==> config.mk <==
export PLATFORM = sky130hd
export DESIGN_NAME = led_mode_blink_breath_controller
export DESIGN_NICKNAME = d
export VERILOG_FILES = /design/src/hdl/lmbb_pkg.sv /design/src/hdl/lmbb_front.sv /design/src/hdl/lmbb_queue.sv /design/src/hdl/lmbb_back.sv /design/src/hdl/led_mode_blink_breath_controller.sv
export SDC_FILE = /design/constraint.sdc
export NUM_CORES = 1
export LEC_CHECK = 0
export BUFFER_PORTS_ARGS = -buffer_cell sky130_fd_sc_hd__buf_2
export CORE_MARGIN = 2
export CORE_UTILIZATION = 56
export CTS_BUF_LIST = sky130_fd_sc_hd__clkbuf_4
export CTS_CLUSTER_SIZE = 10
export DETAILED_ROUTE_END_ITERATION = 6
export PLACE_DENSITY = 0.76
export SYNTH_ARGS = -nofsm -noshare
export SYNTH_HDL_FRONTEND = slang
export SYNTH_SLANG_ARGS = --single-unit
==> constraint.sdc <==
create_clock -name i_clk -period 7.35 [get_ports i_clk]
set_input_delay 1.47 -clock i_clk [delete_from_list [all_inputs] [get_ports i_clk]]
set_output_delay 1.47 -clock i_clk [all_outputs]
set_load 0.01 [all_outputs]
==> src/hdl/lmbb_pkg.sv <==
// ----------------------------------------------------------------------------
// lmbb_pkg
// Shared types, codes and reset values of the LED mode controller.
// ----------------------------------------------------------------------------
package lmbb_pkg;

    localparam int NUM_LEDS_DEF = 6;
    localparam int LAMP_W       = 6;
    localparam int DUTY_W       = 16;
    localparam int PERIOD_W     = 16;
    localparam int IDX_W        = 3;
    localparam int MODE_W       = 3;
    localparam int CFG_IDX_W    = 3;

    // led modes
    localparam logic [MODE_W-1:0] MODE_OFF    = 3'd0;
    localparam logic [MODE_W-1:0] MODE_ON     = 3'd1;
    localparam logic [MODE_W-1:0] MODE_SLOW   = 3'd2;
    localparam logic [MODE_W-1:0] MODE_MEDIUM = 3'd3;
    localparam logic [MODE_W-1:0] MODE_FAST   = 3'd4;
    localparam logic [MODE_W-1:0] MODE_TWICE  = 3'd5;
    localparam logic [MODE_W-1:0] MODE_BREATH = 3'd6;

    // configuration register indexes
    localparam logic [CFG_IDX_W-1:0] CFG_FAST   = 3'd0;
    localparam logic [CFG_IDX_W-1:0] CFG_MEDIUM = 3'd1;
    localparam logic [CFG_IDX_W-1:0] CFG_SLOW   = 3'd2;
    localparam logic [CFG_IDX_W-1:0] CFG_STEP   = 3'd3;
    localparam logic [CFG_IDX_W-1:0] CFG_MAX    = 3'd4;

    localparam logic [PERIOD_W-1:0] FAST_RST   = 16'd20;
    localparam logic [PERIOD_W-1:0] MEDIUM_RST = 16'd50;
    localparam logic [PERIOD_W-1:0] SLOW_RST   = 16'd100;
    localparam logic [DUTY_W-1:0]   STEP_RST   = 16'd10;
    localparam logic [DUTY_W-1:0]   MAX_RST    = 16'd1000;

    // gap below the duty ceiling where rising turns to falling
    localparam logic [DUTY_W:0] BREATH_MARGIN = 17'd100;
    localparam logic [1:0]      TWICE_COUNT   = 2'd2;

    // queue between front and back
    localparam int QDEPTH = 2;
    localparam int QPTR_W = $clog2(QDEPTH);

    typedef enum logic [1:0] {
        KIND_TICK,
        KIND_SET,
        KIND_SKIP
    } t_kind;

    typedef struct packed {
        t_kind             kind;
        logic [IDX_W-1:0]  idx;
        logic [MODE_W-1:0] new_mode;
    } t_entry;

    typedef struct packed {
        logic [PERIOD_W-1:0] fast;
        logic [PERIOD_W-1:0] mid;
        logic [PERIOD_W-1:0] slow;
        logic [DUTY_W-1:0]   step;
        logic [DUTY_W-1:0]   max;
    } t_cfg;

endpackage

==> src/hdl/lmbb_front.sv <==
// ----------------------------------------------------------------------------
// lmbb_front
// Accepts commands and sorts them into tick, set or skipped set entries.
// ----------------------------------------------------------------------------
module lmbb_front #(
    parameter int NUM_LEDS = lmbb_pkg::NUM_LEDS_DEF
) (
    input  logic                          i_in_valid,
    output logic                          o_in_stall,
    input  logic                          i_command,
    input  logic [lmbb_pkg::IDX_W-1:0]    i_led_index,
    input  logic [lmbb_pkg::MODE_W-1:0]   i_new_mode,
    input  logic                          i_full,
    output logic                          o_push,
    output lmbb_pkg::t_entry              o_entry
);

    logic in_range;

    assign in_range   = 32'(i_led_index) < NUM_LEDS;
    assign o_in_stall = i_full;
    assign o_push     = i_in_valid && !i_full;

    always_comb begin
        o_entry.idx      = i_led_index;
        o_entry.new_mode = i_new_mode;
        if (!i_command) begin
            o_entry.kind = lmbb_pkg::KIND_TICK;
        end else if (in_range) begin
            o_entry.kind = lmbb_pkg::KIND_SET;
        end else begin
            // set aimed past the last led: answered without a change
            o_entry.kind = lmbb_pkg::KIND_SKIP;
        end
    end

endmodule

==> src/hdl/lmbb_queue.sv <==
// ----------------------------------------------------------------------------
// lmbb_queue
// Short first-in first-out queue of classified commands.
// ----------------------------------------------------------------------------
module lmbb_queue (
    input  logic             i_clk,
    input  logic             i_rst_n,
    input  logic             i_push,
    input  lmbb_pkg::t_entry i_entry,
    output logic             o_full,
    input  logic             i_pop,
    output lmbb_pkg::t_entry o_head,
    output logic             o_head_valid
);

    localparam int QD = lmbb_pkg::QDEPTH;
    localparam int PW = (lmbb_pkg::QPTR_W > 0) ? lmbb_pkg::QPTR_W : 1;

    lmbb_pkg::t_entry r_buf [QD];
    logic [PW-1:0]    r_wr_ptr, n_wr_ptr;
    logic [PW-1:0]    r_rd_ptr, n_rd_ptr;
    logic [PW:0]      r_count,  n_count;

    function automatic logic [PW-1:0] ptr_inc(input logic [PW-1:0] p);
        ptr_inc = (p == PW'(QD - 1)) ? '0 : p + 1'b1;
    endfunction

    assign o_full       = r_count == (PW+1)'(QD);
    assign o_head_valid = r_count != '0;
    assign o_head       = r_buf[r_rd_ptr];

    always_comb begin
        n_wr_ptr = i_push ? ptr_inc(r_wr_ptr) : r_wr_ptr;
        n_rd_ptr = i_pop  ? ptr_inc(r_rd_ptr) : r_rd_ptr;
        n_count  = r_count + (PW+1)'(i_push) - (PW+1)'(i_pop);
    end

    always_ff @(posedge i_clk) begin
        if (!i_rst_n) begin
            r_wr_ptr <= '0;
            r_rd_ptr <= '0;
            r_count  <= '0;
        end else begin
            r_wr_ptr <= n_wr_ptr;
            r_rd_ptr <= n_rd_ptr;
            r_count  <= n_count;
        end
    end

    always_ff @(posedge i_clk) begin
        if (i_push) begin
            r_buf[r_wr_ptr] <= i_entry;
        end
    end

endmodule

==> src/hdl/lmbb_back.sv <==
// ----------------------------------------------------------------------------
// lmbb_back
// Executes queued commands: applies mode changes and steps each led on a tick.
// ----------------------------------------------------------------------------
module lmbb_back #(
    parameter int NUM_LEDS = lmbb_pkg::NUM_LEDS_DEF
) (
    input  logic                          i_clk,
    input  logic                          i_rst_n,
    input  lmbb_pkg::t_entry              i_head,
    input  logic                          i_head_valid,
    output logic                          o_pop,
    input  lmbb_pkg::t_cfg                i_cfg,
    output logic                          o_out_valid,
    input  logic                          i_out_stall,
    output logic [lmbb_pkg::LAMP_W-1:0]   o_lamp_bits,
    output logic [lmbb_pkg::DUTY_W-1:0]   o_breath_duty,
    output logic                          o_accepted
);

    localparam int LED_W = (NUM_LEDS > 1) ? $clog2(NUM_LEDS) : 1;
    localparam int MW    = lmbb_pkg::MODE_W;
    localparam int PRW   = lmbb_pkg::PERIOD_W;
    localparam int DW    = lmbb_pkg::DUTY_W;
    localparam int LW    = lmbb_pkg::LAMP_W;

    typedef enum logic [2:0] {
        ST_IDLE = 3'b001,
        ST_TICK = 3'b010,
        ST_POST = 3'b100
    } t_back_state;

    t_back_state r_state, n_state;
    logic [LED_W-1:0] r_cnt, n_cnt;

    // per-led state
    logic [MW-1:0]  r_mode   [NUM_LEDS];
    logic [MW-1:0]  r_saved  [NUM_LEDS];
    logic           r_lit    [NUM_LEDS];
    logic [1:0]     r_fl     [NUM_LEDS];
    logic [PRW-1:0] r_timer  [NUM_LEDS];

    logic [DW-1:0] r_duty, n_duty;
    logic          r_rising, n_rising;
    logic [LW-1:0] r_lamp, n_lamp;
    logic          r_acc, n_acc;
    logic          r_out_valid, n_out_valid;
    logic [LW-1:0] r_o_lamp;
    logic [DW-1:0] r_o_duty;
    logic          r_o_acc;

    logic [LED_W-1:0] sel;
    logic             do_set, do_tick, wr_en, load;
    logic [MW-1:0]    rd_mode, rd_saved;
    logic             rd_lit;
    logic [1:0]       rd_fl;
    logic [PRW-1:0]   rd_timer;

    logic [MW-1:0]  t_mode_v, tgt;
    logic           t_lit;
    logic [1:0]     t_fl;
    logic [PRW-1:0] t_timer;
    logic [PRW:0]   nxt;
    logic           want_apply, applied, lamp_on;

    logic [MW-1:0]  w_mode, w_saved;
    logic           w_lit;
    logic [1:0]     w_fl;
    logic [PRW-1:0] w_timer;

    logic [DW:0]   up_sum;
    logic [DW-1:0] up_duty;

    function automatic logic [PRW-1:0] period_of(input logic [MW-1:0] m,
                                                input lmbb_pkg::t_cfg c);
        if (m == lmbb_pkg::MODE_FAST || m == lmbb_pkg::MODE_TWICE) begin
            period_of = c.fast;
        end else if (m == lmbb_pkg::MODE_MEDIUM) begin
            period_of = c.mid;
        end else begin
            period_of = c.slow;
        end
    endfunction

    assign do_set  = (r_state == ST_IDLE) && i_head_valid
                     && (i_head.kind == lmbb_pkg::KIND_SET);
    assign do_tick = r_state == ST_TICK;
    assign wr_en   = do_set || do_tick;
    assign sel     = do_set ? LED_W'(i_head.idx) : r_cnt;

    assign rd_mode  = r_mode[sel];
    assign rd_saved = r_saved[sel];
    assign rd_lit   = r_lit[sel];
    assign rd_fl    = r_fl[sel];
    assign rd_timer = r_timer[sel];

    // one led step: flash timing, then an optional mode change
    always_comb begin
        t_mode_v   = rd_mode;
        t_lit      = rd_lit;
        t_fl       = rd_fl;
        t_timer    = rd_timer;
        nxt        = {1'b0, rd_timer} + (PRW+1)'(1);
        want_apply = do_set;
        tgt        = i_head.new_mode;
        if (do_tick) begin
            want_apply = 1'b0;
            tgt        = rd_saved;
            if (rd_mode inside {[lmbb_pkg::MODE_SLOW:lmbb_pkg::MODE_TWICE]}) begin
                if (nxt >= {1'b0, period_of(rd_mode, i_cfg)}) begin
                    t_timer = '0;
                    if (rd_lit) begin
                        t_lit = 1'b0;
                        if (rd_mode == lmbb_pkg::MODE_TWICE) begin
                            t_fl = rd_fl - 2'd1;
                            // second flash done: fall back to the saved mode
                            want_apply = t_fl == 2'd0;
                        end
                    end else begin
                        t_lit = 1'b1;
                    end
                end else begin
                    t_timer = nxt[PRW-1:0];
                end
            end
        end
        applied = want_apply && (t_mode_v != tgt)
                  && !(t_mode_v == lmbb_pkg::MODE_TWICE && t_fl != 2'd0);
        w_mode  = t_mode_v;
        w_saved = rd_saved;
        w_lit   = t_lit;
        w_fl    = t_fl;
        w_timer = t_timer;
        if (applied) begin
            w_saved = t_mode_v;
            w_mode  = tgt;
            w_lit   = 1'b0;
            w_fl    = (tgt == lmbb_pkg::MODE_TWICE) ? lmbb_pkg::TWICE_COUNT : 2'd0;
            w_timer = period_of(tgt, i_cfg);
        end
        case (rd_mode)
            lmbb_pkg::MODE_ON, lmbb_pkg::MODE_BREATH: lamp_on = 1'b1;
            lmbb_pkg::MODE_SLOW, lmbb_pkg::MODE_MEDIUM,
            lmbb_pkg::MODE_FAST, lmbb_pkg::MODE_TWICE: lamp_on = w_lit;
            default: lamp_on = 1'b0;
        endcase
    end

    assign up_sum  = {1'b0, r_duty} + {1'b0, i_cfg.step};
    assign up_duty = up_sum[DW] ? {DW{1'b1}} : up_sum[DW-1:0];

    always_comb begin
        n_state     = r_state;
        n_cnt       = r_cnt;
        n_acc       = r_acc;
        n_duty      = r_duty;
        n_rising    = r_rising;
        n_lamp      = r_lamp;
        o_pop       = 1'b0;
        load        = 1'b0;
        case (r_state)
            ST_IDLE: begin
                if (i_head_valid) begin
                    o_pop = 1'b1;
                    n_acc = do_set && applied;
                    n_cnt = '0;
                    n_state = (i_head.kind == lmbb_pkg::KIND_TICK) ? ST_TICK : ST_POST;
                end
            end
            ST_TICK: begin
                if (rd_mode == lmbb_pkg::MODE_BREATH) begin
                    if (r_rising) begin
                        n_duty = up_duty;
                        // duty above ceiling minus margin turns the triangle
                        if (({1'b0, up_duty} + lmbb_pkg::BREATH_MARGIN)
                                > {1'b0, i_cfg.max}) begin
                            n_rising = 1'b0;
                        end
                    end else if (r_duty <= i_cfg.step) begin
                        n_rising = 1'b1;
                    end else begin
                        n_duty = r_duty - i_cfg.step;
                    end
                end
                for (int b = 0; b < LW; b++) begin
                    if (32'(r_cnt) == b) begin
                        n_lamp[b] = lamp_on;
                    end
                end
                if (r_cnt == LED_W'(NUM_LEDS - 1)) begin
                    n_cnt   = '0;
                    n_state = ST_POST;
                end else begin
                    n_cnt = r_cnt + 1'b1;
                end
            end
            ST_POST: begin
                if (!r_out_valid || !i_out_stall) begin
                    load    = 1'b1;
                    n_state = ST_IDLE;
                end
            end
            default: begin
                n_state = ST_IDLE;
            end
        endcase
        n_out_valid = load || (r_out_valid && i_out_stall);
    end

    always_ff @(posedge i_clk) begin
        if (!i_rst_n) begin
            r_state     <= ST_IDLE;
            r_cnt       <= '0;
            r_duty      <= '0;
            r_rising    <= 1'b1;
            r_lamp      <= '0;
            r_acc       <= 1'b0;
            r_out_valid <= 1'b0;
            for (int i = 0; i < NUM_LEDS; i++) begin
                r_mode[i]  <= lmbb_pkg::MODE_OFF;
                r_saved[i] <= lmbb_pkg::MODE_OFF;
                r_lit[i]   <= 1'b0;
                r_fl[i]    <= 2'd0;
                r_timer[i] <= '0;
            end
        end else begin
            r_state     <= n_state;
            r_cnt       <= n_cnt;
            r_duty      <= n_duty;
            r_rising    <= n_rising;
            r_lamp      <= n_lamp;
            r_acc       <= n_acc;
            r_out_valid <= n_out_valid;
            if (wr_en) begin
                r_mode[sel]  <= w_mode;
                r_saved[sel] <= w_saved;
                r_lit[sel]   <= w_lit;
                r_fl[sel]    <= w_fl;
                r_timer[sel] <= w_timer;
            end
        end
    end

    always_ff @(posedge i_clk) begin
        if (load) begin
            r_o_lamp <= r_lamp;
            r_o_duty <= r_duty;
            r_o_acc  <= r_acc;
        end
    end

    assign o_out_valid   = r_out_valid;
    assign o_lamp_bits   = r_o_lamp;
    assign o_breath_duty = r_o_duty;
    assign o_accepted    = r_o_acc;

endmodule

==> src/hdl/led_mode_blink_breath_controller.sv <==
// ----------------------------------------------------------------------------
// led_mode_blink_breath_controller
// Multi-led controller with off, on, three flash rates, flash-twice and
// breathing modes sharing one triangle pwm duty.
// ----------------------------------------------------------------------------
// With the two-entry input queue empty and the execution unit idle, a set
// command passes through the idle and post states and a tick through the
// idle, tick and post states: the execution unit pulls a command from the
// queue in the idle state, steps one led per cycle through a single shared
// led update path on a tick, and loads the output register in the post state.
// A set or tick occupies the execution unit until the output register is
// loaded, longer while a finished result waits on the stalled output
// register. The input side keeps taking commands into the queue meanwhile;
// stall rises only when the queue is full. Configuration writes take effect
// on the next cycle.
module led_mode_blink_breath_controller #(
    parameter int NUM_LEDS = lmbb_pkg::NUM_LEDS_DEF
) (
    input  logic                              i_clk,
    input  logic                              i_rst_n,
    input  logic                              i_in_valid,
    output logic                              o_in_stall,
    input  logic                              i_command,
    input  logic [lmbb_pkg::IDX_W-1:0]        i_led_index,
    input  logic [lmbb_pkg::MODE_W-1:0]       i_new_mode,
    output logic                              o_out_valid,
    input  logic                              i_out_stall,
    output logic [lmbb_pkg::LAMP_W-1:0]       o_lamp_bits,
    output logic [lmbb_pkg::DUTY_W-1:0]       o_breath_duty,
    output logic                              o_accepted,
    input  logic                              i_cfg_we,
    input  logic [lmbb_pkg::CFG_IDX_W-1:0]    i_cfg_index,
    input  logic [lmbb_pkg::PERIOD_W-1:0]     i_cfg_wdata
);

    lmbb_pkg::t_cfg   r_cfg, n_cfg;
    lmbb_pkg::t_entry push_entry, head;
    logic             push, full, pop, head_valid;

    always_comb begin
        n_cfg = r_cfg;
        if (i_cfg_we) begin
            case (i_cfg_index)
                lmbb_pkg::CFG_FAST:   n_cfg.fast = i_cfg_wdata;
                lmbb_pkg::CFG_MEDIUM: n_cfg.mid  = i_cfg_wdata;
                lmbb_pkg::CFG_SLOW:   n_cfg.slow = i_cfg_wdata;
                lmbb_pkg::CFG_STEP:   n_cfg.step = i_cfg_wdata;
                lmbb_pkg::CFG_MAX:    n_cfg.max  = i_cfg_wdata;
                default: n_cfg = r_cfg;
            endcase
        end
    end

    always_ff @(posedge i_clk) begin
        if (!i_rst_n) begin
            r_cfg.fast <= lmbb_pkg::FAST_RST;
            r_cfg.mid  <= lmbb_pkg::MEDIUM_RST;
            r_cfg.slow <= lmbb_pkg::SLOW_RST;
            r_cfg.step <= lmbb_pkg::STEP_RST;
            r_cfg.max  <= lmbb_pkg::MAX_RST;
        end else begin
            r_cfg <= n_cfg;
        end
    end

    lmbb_front #(
        .NUM_LEDS (NUM_LEDS)
    ) u_front (
        .i_in_valid  (i_in_valid),
        .o_in_stall  (o_in_stall),
        .i_command   (i_command),
        .i_led_index (i_led_index),
        .i_new_mode  (i_new_mode),
        .i_full      (full),
        .o_push      (push),
        .o_entry     (push_entry)
    );

    lmbb_queue u_queue (
        .i_clk        (i_clk),
        .i_rst_n      (i_rst_n),
        .i_push       (push),
        .i_entry      (push_entry),
        .o_full       (full),
        .i_pop        (pop),
        .o_head       (head),
        .o_head_valid (head_valid)
    );

    lmbb_back #(
        .NUM_LEDS (NUM_LEDS)
    ) u_back (
        .i_clk         (i_clk),
        .i_rst_n       (i_rst_n),
        .i_head        (head),
        .i_head_valid  (head_valid),
        .o_pop         (pop),
        .i_cfg         (r_cfg),
        .o_out_valid   (o_out_valid),
        .i_out_stall   (i_out_stall),
        .o_lamp_bits   (o_lamp_bits),
        .o_breath_duty (o_breath_duty),
        .o_accepted    (o_accepted)
    );

endmodule

# After elaboration in Yosys (flattened, before gate mapping)
# Memory sizes are Yosys's and may differ from the RTL's. A register that Yosys moved wholly into a read port is not among the register bits.
# Cells that the tools add are included.
[word_totals] regBits=138 mem_bits_rw=166 input_bits=31 wordCells=198 n_memories=6
[memory_table] name="u_back.r_timer" depth=6 width=16 read_ports=1 rd_clocked_by_memory_dff=0 write_ports=6 line="lmbb_back.sv:41" source="logic [PRW-1:0] r_timer [NUM_LEDS];"
[memory_table] name="u_back.r_mode" depth=6 width=3 read_ports=1 rd_clocked_by_memory_dff=0 write_ports=6 line="lmbb_back.sv:37" source="logic [MW-1:0] r_mode [NUM_LEDS];"
[memory_table] name="u_back.r_saved" depth=6 width=3 read_ports=1 rd_clocked_by_memory_dff=0 write_ports=6 line="lmbb_back.sv:38" source="logic [MW-1:0] r_saved [NUM_LEDS];"
[memory_table] name="u_queue.r_buf" depth=2 width=8 read_ports=1 rd_clocked_by_memory_dff=1 write_ports=1 line="lmbb_queue.sv:19" source="lmbb_pkg::t_entry r_buf [QD];"
[memory_table] name="u_back.r_fl" depth=6 width=2 read_ports=1 rd_clocked_by_memory_dff=0 write_ports=6 line="lmbb_back.sv:40" source="logic [1:0] r_fl [NUM_LEDS];"
[memory_table] name="u_back.r_lit" depth=6 width=1 read_ports=1 rd_clocked_by_memory_dff=0 write_ports=6 line="lmbb_back.sv:39" source="logic r_lit [NUM_LEDS];"
[op_classes] n_addsub=10 magnitude_cmp=6 eq_ne=28 mux=77 reduce_logical=48
[ops] operator="16-bit 2-to-1 mux" count=14
[ops] operator="3-bit 2-to-1 mux" count=17
[ops] operator="1-bit 2-to-1 mux" count=33
[ops] operator="2-bit AND reduction" count=14
[ops] operator="3-bit == test (second input constant)" count=9
[ops] operator="3-bit by 2-bit == test with 1-bit output (second input constant)" count=8
[ops] operator="2-bit 2-to-1 mux" count=10
[ops] operator="16-bit by 1-bit adder with 17-bit output (second input constant)" count=1
[ops] operator="16-bit by 16-bit adder with 17-bit output" count=1
[ops] operator="16-bit by 7-bit adder with 17-bit output (second input constant)" count=1
[ops] operator="17-bit by 16-bit greater-or-equal comparator with 1-bit output" count=1
[ops] operator="17-bit by 16-bit greater-than comparator with 1-bit output" count=1
[ops] operator="16-bit less-or-equal comparator" count=1
[ops] operator="16-bit OR reduction" count=1
[ops] operator="16-bit subtractor" count=1
[ops] operator="3-bit by 1-bit == test with 1-bit output (second input constant)" count=4
[ops] operator="1-bit logical AND" count=9
[ops] operator="3-bit one-hot mux with 3 select lines" count=1
[ops] operator="3-bit logical NOT" count=2
[ops] operator="2-bit by 1-bit != test with 1-bit output (second input constant)" count=3
[ops] operator="3-bit one-hot mux with 2 select lines" count=1
[ops] operator="3-bit AND reduction" count=2
[ops] operator="2-bit nonzero test" count=3
[ops] operator="3-bit OR reduction" count=2
[ops] operator="other kinds (19)" count=29

# Logic depth before layout (Yosys ltp)
# Gate-level depths: netlist (run 1).
# An unclocked memory read counts as a cell.
[depth] depth_word=20 mapped_depth=35 mapped_depth_nobuf=26

# Hierarchy
# From an unflattened synthesis (run 1), not the netlist that was laid out.
[unflattened] cells_unflattened=1943 area_unflattened_um2=19970.4
[modules_own_cells] mod="lmbb_back" n_inst=1 cells_per_inst=1593 area_each_um2=15989.1 seq_area_each_um2=7267.0
[modules_own_cells] mod="led_mode_blink_breath_controller" n_inst=1 cells_per_inst=294 area_each_um2=3101.7 seq_area_each_um2=1601.5
[modules_own_cells] mod="lmbb_queue" n_inst=1 cells_per_inst=46 area_each_um2=803.3 seq_area_each_um2=580.6
[modules_own_cells] mod="lmbb_front" n_inst=1 cells_per_inst=10 area_each_um2=76.3 seq_area_each_um2=0.0

# Worst setup path after synthesis (run 1)
# OpenSTA, ideal clock, no wires.
[synth_path] path_type="reg-to-reg" start="reg with a tool-made name" end="mem u_back.r_timer[5][14] (netlist name), data pin" arrival_time_ns=7.470 required_time_ns=7.056 slack_ns=-0.415 stages_incl_launch_ff=33 path_buffers=10 synth_period_minus_slack_ns=7.765 cell_sequence="dfxtp_1 > buf_6 > or3b_1 > a211oi_2 > buf_4 > o21a_4 > buf_6 > buf_8 > buf_4 > buf_2 > buf_2 > nor2_1 > a32oi_1 > nand3_1 > clkbuf_1 > nor3b_1 > clkbuf_1 > a22o_1 > a21oi_1 > ha_1 > nor2b_1 > o21a_1 > o21ai_0 > a21oi_1 > o41a_1 > o32ai_1 > inv_1 > a31oi_1 > o31a_1 > nor2_1 > buf_2 > a222oi_1 > nor3_1"
[synth_rtl] element="end, declared" line="lmbb_back.sv:41"

==> flow_metrics.py, run 1 <==
metrics = {
    "clocking": {
        "cts_buffers": 90,
        "clk_pin_slew_worst_paths_ps": 70,
        "htree_levels": 3,
        "ctsHoldBuffers": 0,
        "cts_root_buf": "clkbuf_4",
        "cts_tree": "yes",
        "cts_sinks": 355,
        "clk_latency_ps": 790,
        "clockBufferDepth": 3,
    },
    "floorplan": {
        "ios": 56,
        "die_area_sq_mm": 0.0351,
        "initial_utilization_pct": 56.5,
        "die_w_um": 187,
        "core_area_sq_mm": 0.0334,
        "rows": 67,
        "fp.dieH_um": 187,
    },
    "sta": {
        "hold_viol": 0,
        "slew_violations": 0,
        "fmax_mhz": 143,
        "period_minus_slack_ps": 7020,
        "rsz0062_at_grt": "no",
        "finalCritPeriodShare_pct": 95.4,
        "relSlewSlack_pct": 17.9,
        "tns_ps": 0,
        "skew_ps": 40.2,
        "worst_slew_pin_slew_ps": 1230,
        "finalSetupViolCount": 0,
    },
    "critical_path": {
        "criticalPathCategory": "register to register",
        "critPathRequiredTime_ps": 7930,
        "crit_start": "u_back.r_state[2]$_SDFFE_PN0P_",
        "crit_path_start_kind": "register",
        "critical_path.endpoint_type": "register",
        "crit_path_max_fanout": 29,
        "critPathSlowestCell": "or3b_2",
        "cp.arrival_ps": 7590,
        "max_stage_delay_ps": 530,
        "reg2reg_from": "u_back.r_state[2]$_SDFFE_PN0P_",
        "path_common_cell": "buf_4",
    },
    "synthesis": {
        "synth.net_count": 1925,
        "synthFlopType": "edfxtp_1",
        "synth_edf_count": 234,
        "syn_avg_cell_area_sq_um": 10.3,
        "synth-async-reset-ratio_pct": 0,
        "yosysWarnings": 0,
        "synth-seq-area-share_pct": 50.2,
        "synthDistinctLibCells": 77,
        "ys_seq_elements": 355,
        "syn_area_sq_mm": 0.0188,
        "synthesis.instances": 1822,
    },
    "detailed_routing": {
        "wl_per_cell_um": 21.2,
        "viasPerCell": 6.18,
        "dr.pass1.iters": 7,
        "ant_nets": 0,
        "drcViolationCount": 0,
        "drt_iter0_drc": 1760,
        "vias": 15100,
        "drt_wl_total_mm": 51.9,
    },
    "global_route": {
        "grt_max_degree": 119,
        "grt.total_usage_pct": 29.5,
        "grt_first_pass_wirelength_mm": 81.1,
        "overflow": 0,
        "antenna_found_initial": 1,
        "grt_pass1_vias": 14800,
    },
    "final_layout": {
        "layout.nets": 2038,
        "multiInputGateArea_sq_mm": 0.00875,
        "fillers": 2828,
        "final-seq-area_sq_mm": 0.00945,
        "fin_cells": 2450,
        "drive_above_1_share_pct": 19.0,
        "area_growth_syn_to_layout_pct": 11.9,
    },
    "placement": {
        "io_buffer_count": 55,
        "gp_congestion": 0.934,
        "dp_hpwl_mm": 35.3,
        "dp.cells": 2287,
    },
    "min_path": {
        "hold_path.class": "register to register",
        "min-delay-start": "u_back.r_lamp[4]$_SDFFE_PN0P_",
    },
    "power": {
        "ir_drop_v": 0.000132,
        "leakage_nw": 8.24,
        "powerDensity_mw_per_mm2": 269,
    },
    "job": {
        "maxCapViolCount": 0,
    },
    "status": {
        "status": "completed",
    },
}
==> worst paths after layout <==
kind                                                   endpoint  slack, ps  cells past startpoint
worst max-delay path             u_back.r_timer[6][1]$_DFFE_PP_        330                     25
worst min-delay path            u_back.o_lamp_bits[4]$_DFFE_PP_        450                      0
worst max register to register   u_back.r_timer[6][1]$_DFFE_PP_        330                     25
worst min register to register  u_back.o_lamp_bits[4]$_DFFE_PP_        450                      0
==> flip-flops by register name, indices dropped and copies added, names as in the netlist, named ones only <==
| signal | count |
|---|---|
| u_back.r_state | 3 |
| u_queue.r_rd_ptr | 1 |
| u_queue.r_wr_ptr | 1 |
| u_queue.r_buf | 16 |
| u_back.r_timer | 128 |
| u_back.r_duty | 16 |
| u_back.r_saved | 24 |
| u_back.o_accepted | 1 |
| u_queue.r_count | 2 |
| u_back.r_acc | 1 |
| u_back.r_cnt | 3 |
| u_back.r_fl | 16 |
| u_back.o_out_valid | 1 |
| u_back.r_mode | 24 |
| r_cfg | 80 |
| u_back.r_rising | 1 |
| u_back.r_lamp | 6 |
| u_back.o_lamp_bits | 6 |
| u_back.r_lit | 8 |
| u_back.o_breath_duty | 16 |
==> placed cells by master (no fill, tap or decap), drive strengths merged, types with 42 or more instances in the layout <==
| cell | count |
|---|---|
| buf | 137 |
| nand2 | 237 |
| nor3 | 42 |
| o21ai | 67 |
| ha | 70 |
| a21boi | 73 |
| nor2 | 120 |
| inv | 71 |
| edfxtp | 234 |
| mux2i | 64 |
| clkbuf | 129 |
| a21oi | 125 |
| dfxtp | 121 |
==> through the flow <==
stage / hold slack [ps] / total power, W / worst slack [ps] / util (%) / instance area (sq um)
after detailed placement: 431 / 0.00394 / 62.9 / 59.3 / 19800
after floorplan: 403 / 0.00340 / 46.1 / - / 18900
after global placement: 421 / 0.00391 / 386 / 59.3 / 19800
final: 445 / 0.00568 / 335 / 63.2 / 21100
after global routing: 464 / 0.00596 / 2.43 / 63.2 / 21100
after CTS: 440 / 0.00562 / 32.2 / 62.7 / 20900
==> logic make-up (layout without fill, tap and decap cells) <==
group / after synthesis / after routing / synth area share [%]
AOI/OAI and AO/OA: 483 / 483 / 17.5
xor gates and xnor gates: 55 / 55 / 2.56
adders and majority gates: 72 / 72 / 4.86
buffers and inverters: 185 / 364 / 4.20
DFF: 355 / 355 / 50.2
muxes: 114 / 114 / 7.23
other: 0 / 1 / 0
and+or+nand+nor: 558 / 558 / 13.5
==> final cells by class <==
cell class | instances | area share (%)
inverter | 69 | 1.23
sequential | 355 | 44.8
timing repair buffer | 137 | 4.32
antenna | 1 | 0.0119
multi-input combinational | 1282 | 41.5
clock inverter | 29 | 0.819
clock buffer | 129 | 4.60
tap | 448 | 2.66
==> power breakdown <==
group / switching [W] / internal [W] / total (W)
Clock: 0.000813 / 0.000877 / 0.00169
Sequential: 0.0000427 / 0.00224 / 0.00228
Combinational: 0.00109 / 0.000624 / 0.00171
Total: 0.00194 / 0.00374 / 0.00568
==> repair_timing <==
action	CTS	global route
setup endpoints to repair	0	156
setup buffers	0	4
resized for setup	0	24
==> routing by layer <==
| layer | part of all wire [%] | global-route usage (%) |
|---|---|---|
| met3 | 9.2 | 6.19 |
| met4 | 2.3 | 9.90 |
| met5 | 0 | 0 |
| met1 | 41 | 39.5 |
| met2 | 48 | 48.1 |
==> synthesized netlist by cell type (19+ instances only) <==
library cell,count,area [sq um]
nand2_1,236,886
edfxtp_1,234,7030
a21oi_1,125,626
dfxtp_1,121,2420
nor2_1,120,450
clkbuf_1,81,304
a21boi_0,72,541
ha_1,70,876
inv_1,69,259
mux2i_1,64,641
o21ai_0,62,310
nor3_1,42,210
a211oi_1,40,300
nand3_1,39,195
xnor2_1,39,342
mux2_2,36,405
o22ai_1,26,163
o211ai_1,24,180
buf_2,20,100
nand4_1,20,125
and2_1,19,119
==> worst max-delay path: cells and delay by family (launching register included) <==
| family | cells | cell delay, ps |
|---|---|---|
| compound gates | 9 | 2350 |
| xor+xnor | 1 | 280 |
| fa+ha+maj | 1 | 330 |
| buf+inv | 5 | 1070 |
| flops | 1 | 360 |
| mux | 1 | 470 |
| simple gates | 8 | 1960 |
(Power assumes the default switching activity.)
==> run 2: changes to the inputs <==
RECOVER_POWER = 100   (was default)
==> run 2 against run 1 <==
The flow now finishes with violations (max-capacitance violations, max-slew violations). Design area is 0.52% lower. Sequential share of layout area increased by 0.24 points. Register-to-register slack worse by 20 ps. Flip-flop and latch count stayed put. Setup slack worse by 18 ps. Sequential power hardly changed. Non-clock buffer count unchanged. Die area unchanged. Via count increased by 0.28%. Worst hold slack got worse by 2.0 ps. Clock skew grew 7.9 ps. Critical path type unchanged. Critical endpoint unchanged.
==> flow_metrics.py, run 2 (same netlist as run 1, synthesis figures left out) <==
metrics = {
    "status": {
        "status": "complete, but fails checks",
        "violations": "max-capacitance violations, max-slew violations",
    },
    "power": {
        "ir_drop_v": 0.000130,
        "powerDensity_mw_per_mm2": 270,
        "leakage_nw": 8.12,
    },
    "detailed_routing": {
        "viasPerCell": 6.19,
        "vias": 15200,
        "wl_per_cell_um": 21.2,
        "dr.pass1.iters": 6,
        "drcViolationCount": 0,
        "highest_layer": "met4",
        "wl_met1_mm": 21.3,
        "drt_iter0_drc": 1706,
        "drt_wl_total_mm": 52.0,
        "met3_length_mm": 4.92,
        "ant_nets": 0,
        "met2_length_mm": 24.5,
    },
    "critical_path": {
        "cp_top_family": "compound AO/OA/AOI/OAI gates",
        "crit_path_start_kind": "register",
        "path_buf_inv": 5,
        "max_stage_delay_ps": 520,
        "path_common_cell": "buf_4",
        "crit_path_max_fanout": 29,
        "criticalPathCategory": "register to register",
        "critPathRequiredTime_ps": 7920,
        "critical_path.endpoint_type": "register",
        "cp.arrival_ps": 7600,
        "critPathSlowestCell": "or3b_2",
    },
    "final_layout": {
        "top_regs": "u_back.r_timer x128, r_cfg x80",
        "final_cell_mix": "nand2_1, edfxtp_1, clkbuf_4, a21oi_1, dfxtp_1",
        "fin_cells": 2450,
        "layout.nets": 2038,
        "area_growth_syn_to_layout_pct": 11.3,
        "largest_reg_flops": 128,
        "fillers": 2864,
        "layout_commonest_cell": "nand2_1",
        "regMostFlops": "u_back.r_timer",
        "postLayoutCellArea_sq_mm": 0.0210,
        "drive_above_1_share_pct": 16.6,
    },
    "floorplan": {
        "ios": 56,
        "rows": 67,
        "fp.dieH_um": 187,
        "initial_utilization_pct": 56.5,
        "die_w_um": 187,
        "die_area_sq_mm": 0.0351,
        "core_area_sq_mm": 0.0334,
    },
    "placement": {
        "placed_area_sq_mm": 0.0198,
        "gp_congestion": 0.934,
        "io_buffer_count": 55,
        "dp.cells": 2287,
        "dp_hpwl_mm": 35.3,
    },
    "sta": {
        "fmax_mhz": 142,
        "finalSetupViolCount": 0,
        "hold_viol": 0,
        "tns_ps": 0,
        "relSlewSlack_pct": -194,
        "finalCritPeriodShare_pct": 95.7,
        "worst_slew_pin_slew_ps": 4410,
        "skew_ps": 48.1,
        "whs_ps": 443,
        "rsz0062_at_grt": "no",
        "period_minus_slack_ps": 7030,
        "slew_violations": 193,
    },
    "clocking": {
        "cts_tree": "yes",
        "ctsHoldBuffers": 0,
        "cts_root_buf": "clkbuf_4",
        "cts_buffers": 90,
        "clk_pin_slew_worst_paths_ps": 70,
        "clockBufferDepth": 3,
        "htree_levels": 3,
        "cts_sinks": 355,
        "clk_latency_ps": 790,
    },
    "min_path": {
        "hold_path.class": "register to register",
    },
    "job": {
        "maxCapViolCount": 5,
    },
    "global_route": {
        "grt_first_pass_wirelength_mm": 81.1,
        "grt_pass1_vias": 14800,
        "antenna_found_initial": 1,
        "grt_max_degree": 119,
        "grt.total_usage_pct": 29.5,
        "overflow": 0,
    },
}
## run 2: through the flow
step	setup slack, ps	util [%]	total power (W)
3_3_place_gp	386	59.3	0.00391
2_1_floorplan	46.1	-	0.00340
4_1_cts	32.2	62.7	0.00562
6_report	316	62.8	0.00567
3_5_place_dp	62.9	59.3	0.00394
5_1_grt	4.61	62.8	0.00595
## run 2: area by class of cell
type | count | area, sq um | share of cell area [%]
flip-flops and latches | 355 | 9450 | 45.1
well taps | 448 | 561 | 2.67
repair buffers | 137 | 817 | 3.90
diodes | 1 | 2.50 | 0.0119
inverters | 69 | 259 | 1.24
clock buffers | 129 | 968 | 4.62
clock inverters | 29 | 173 | 0.824
multi-input cells | 1282 | 8730 | 41.7
## run 2: worst paths after layout
path / startpoint / to / depth (start not counted) / slack, ps
setup / recovery: u_back.r_state[2]$_SDFFE_PN0P_ / u_back.r_timer[6][1]$_DFFE_PP_ / 25 / 320
hold / removal: u_back.r_lamp[4]$_SDFFE_PN0P_ / u_back.o_lamp_bits[4]$_DFFE_PP_ / 0 / 440
setup reg to reg: u_back.r_state[2]$_SDFFE_PN0P_ / u_back.r_timer[6][1]$_DFFE_PP_ / 25 / 320
hold reg to reg: u_back.r_lamp[4]$_SDFFE_PN0P_ / u_back.o_lamp_bits[4]$_DFFE_PP_ / 0 / 440
## run 2: timing repair
| action | in CTS | in global routing |
|---|---|---|
| setup endpoints to repair | 0 | 156 |
| gates resized for setup | 0 | 24 |
| setup buffers | 0 | 4 |
## run 2: routing by layer
metal,up-vias,track usage [%]
met5,-,0
met4,0,9.90
met3,100,6.19
met2,780,48.1
met1,7253,39.5
li1,7040,-
## run 2: power breakdown
part,leakage (nW),switching (W),internal [W]
clock network,0.682,0.000811,0.000877
registers,3.33,0.0000432,0.00224
logic,4.10,0.00109,0.000611
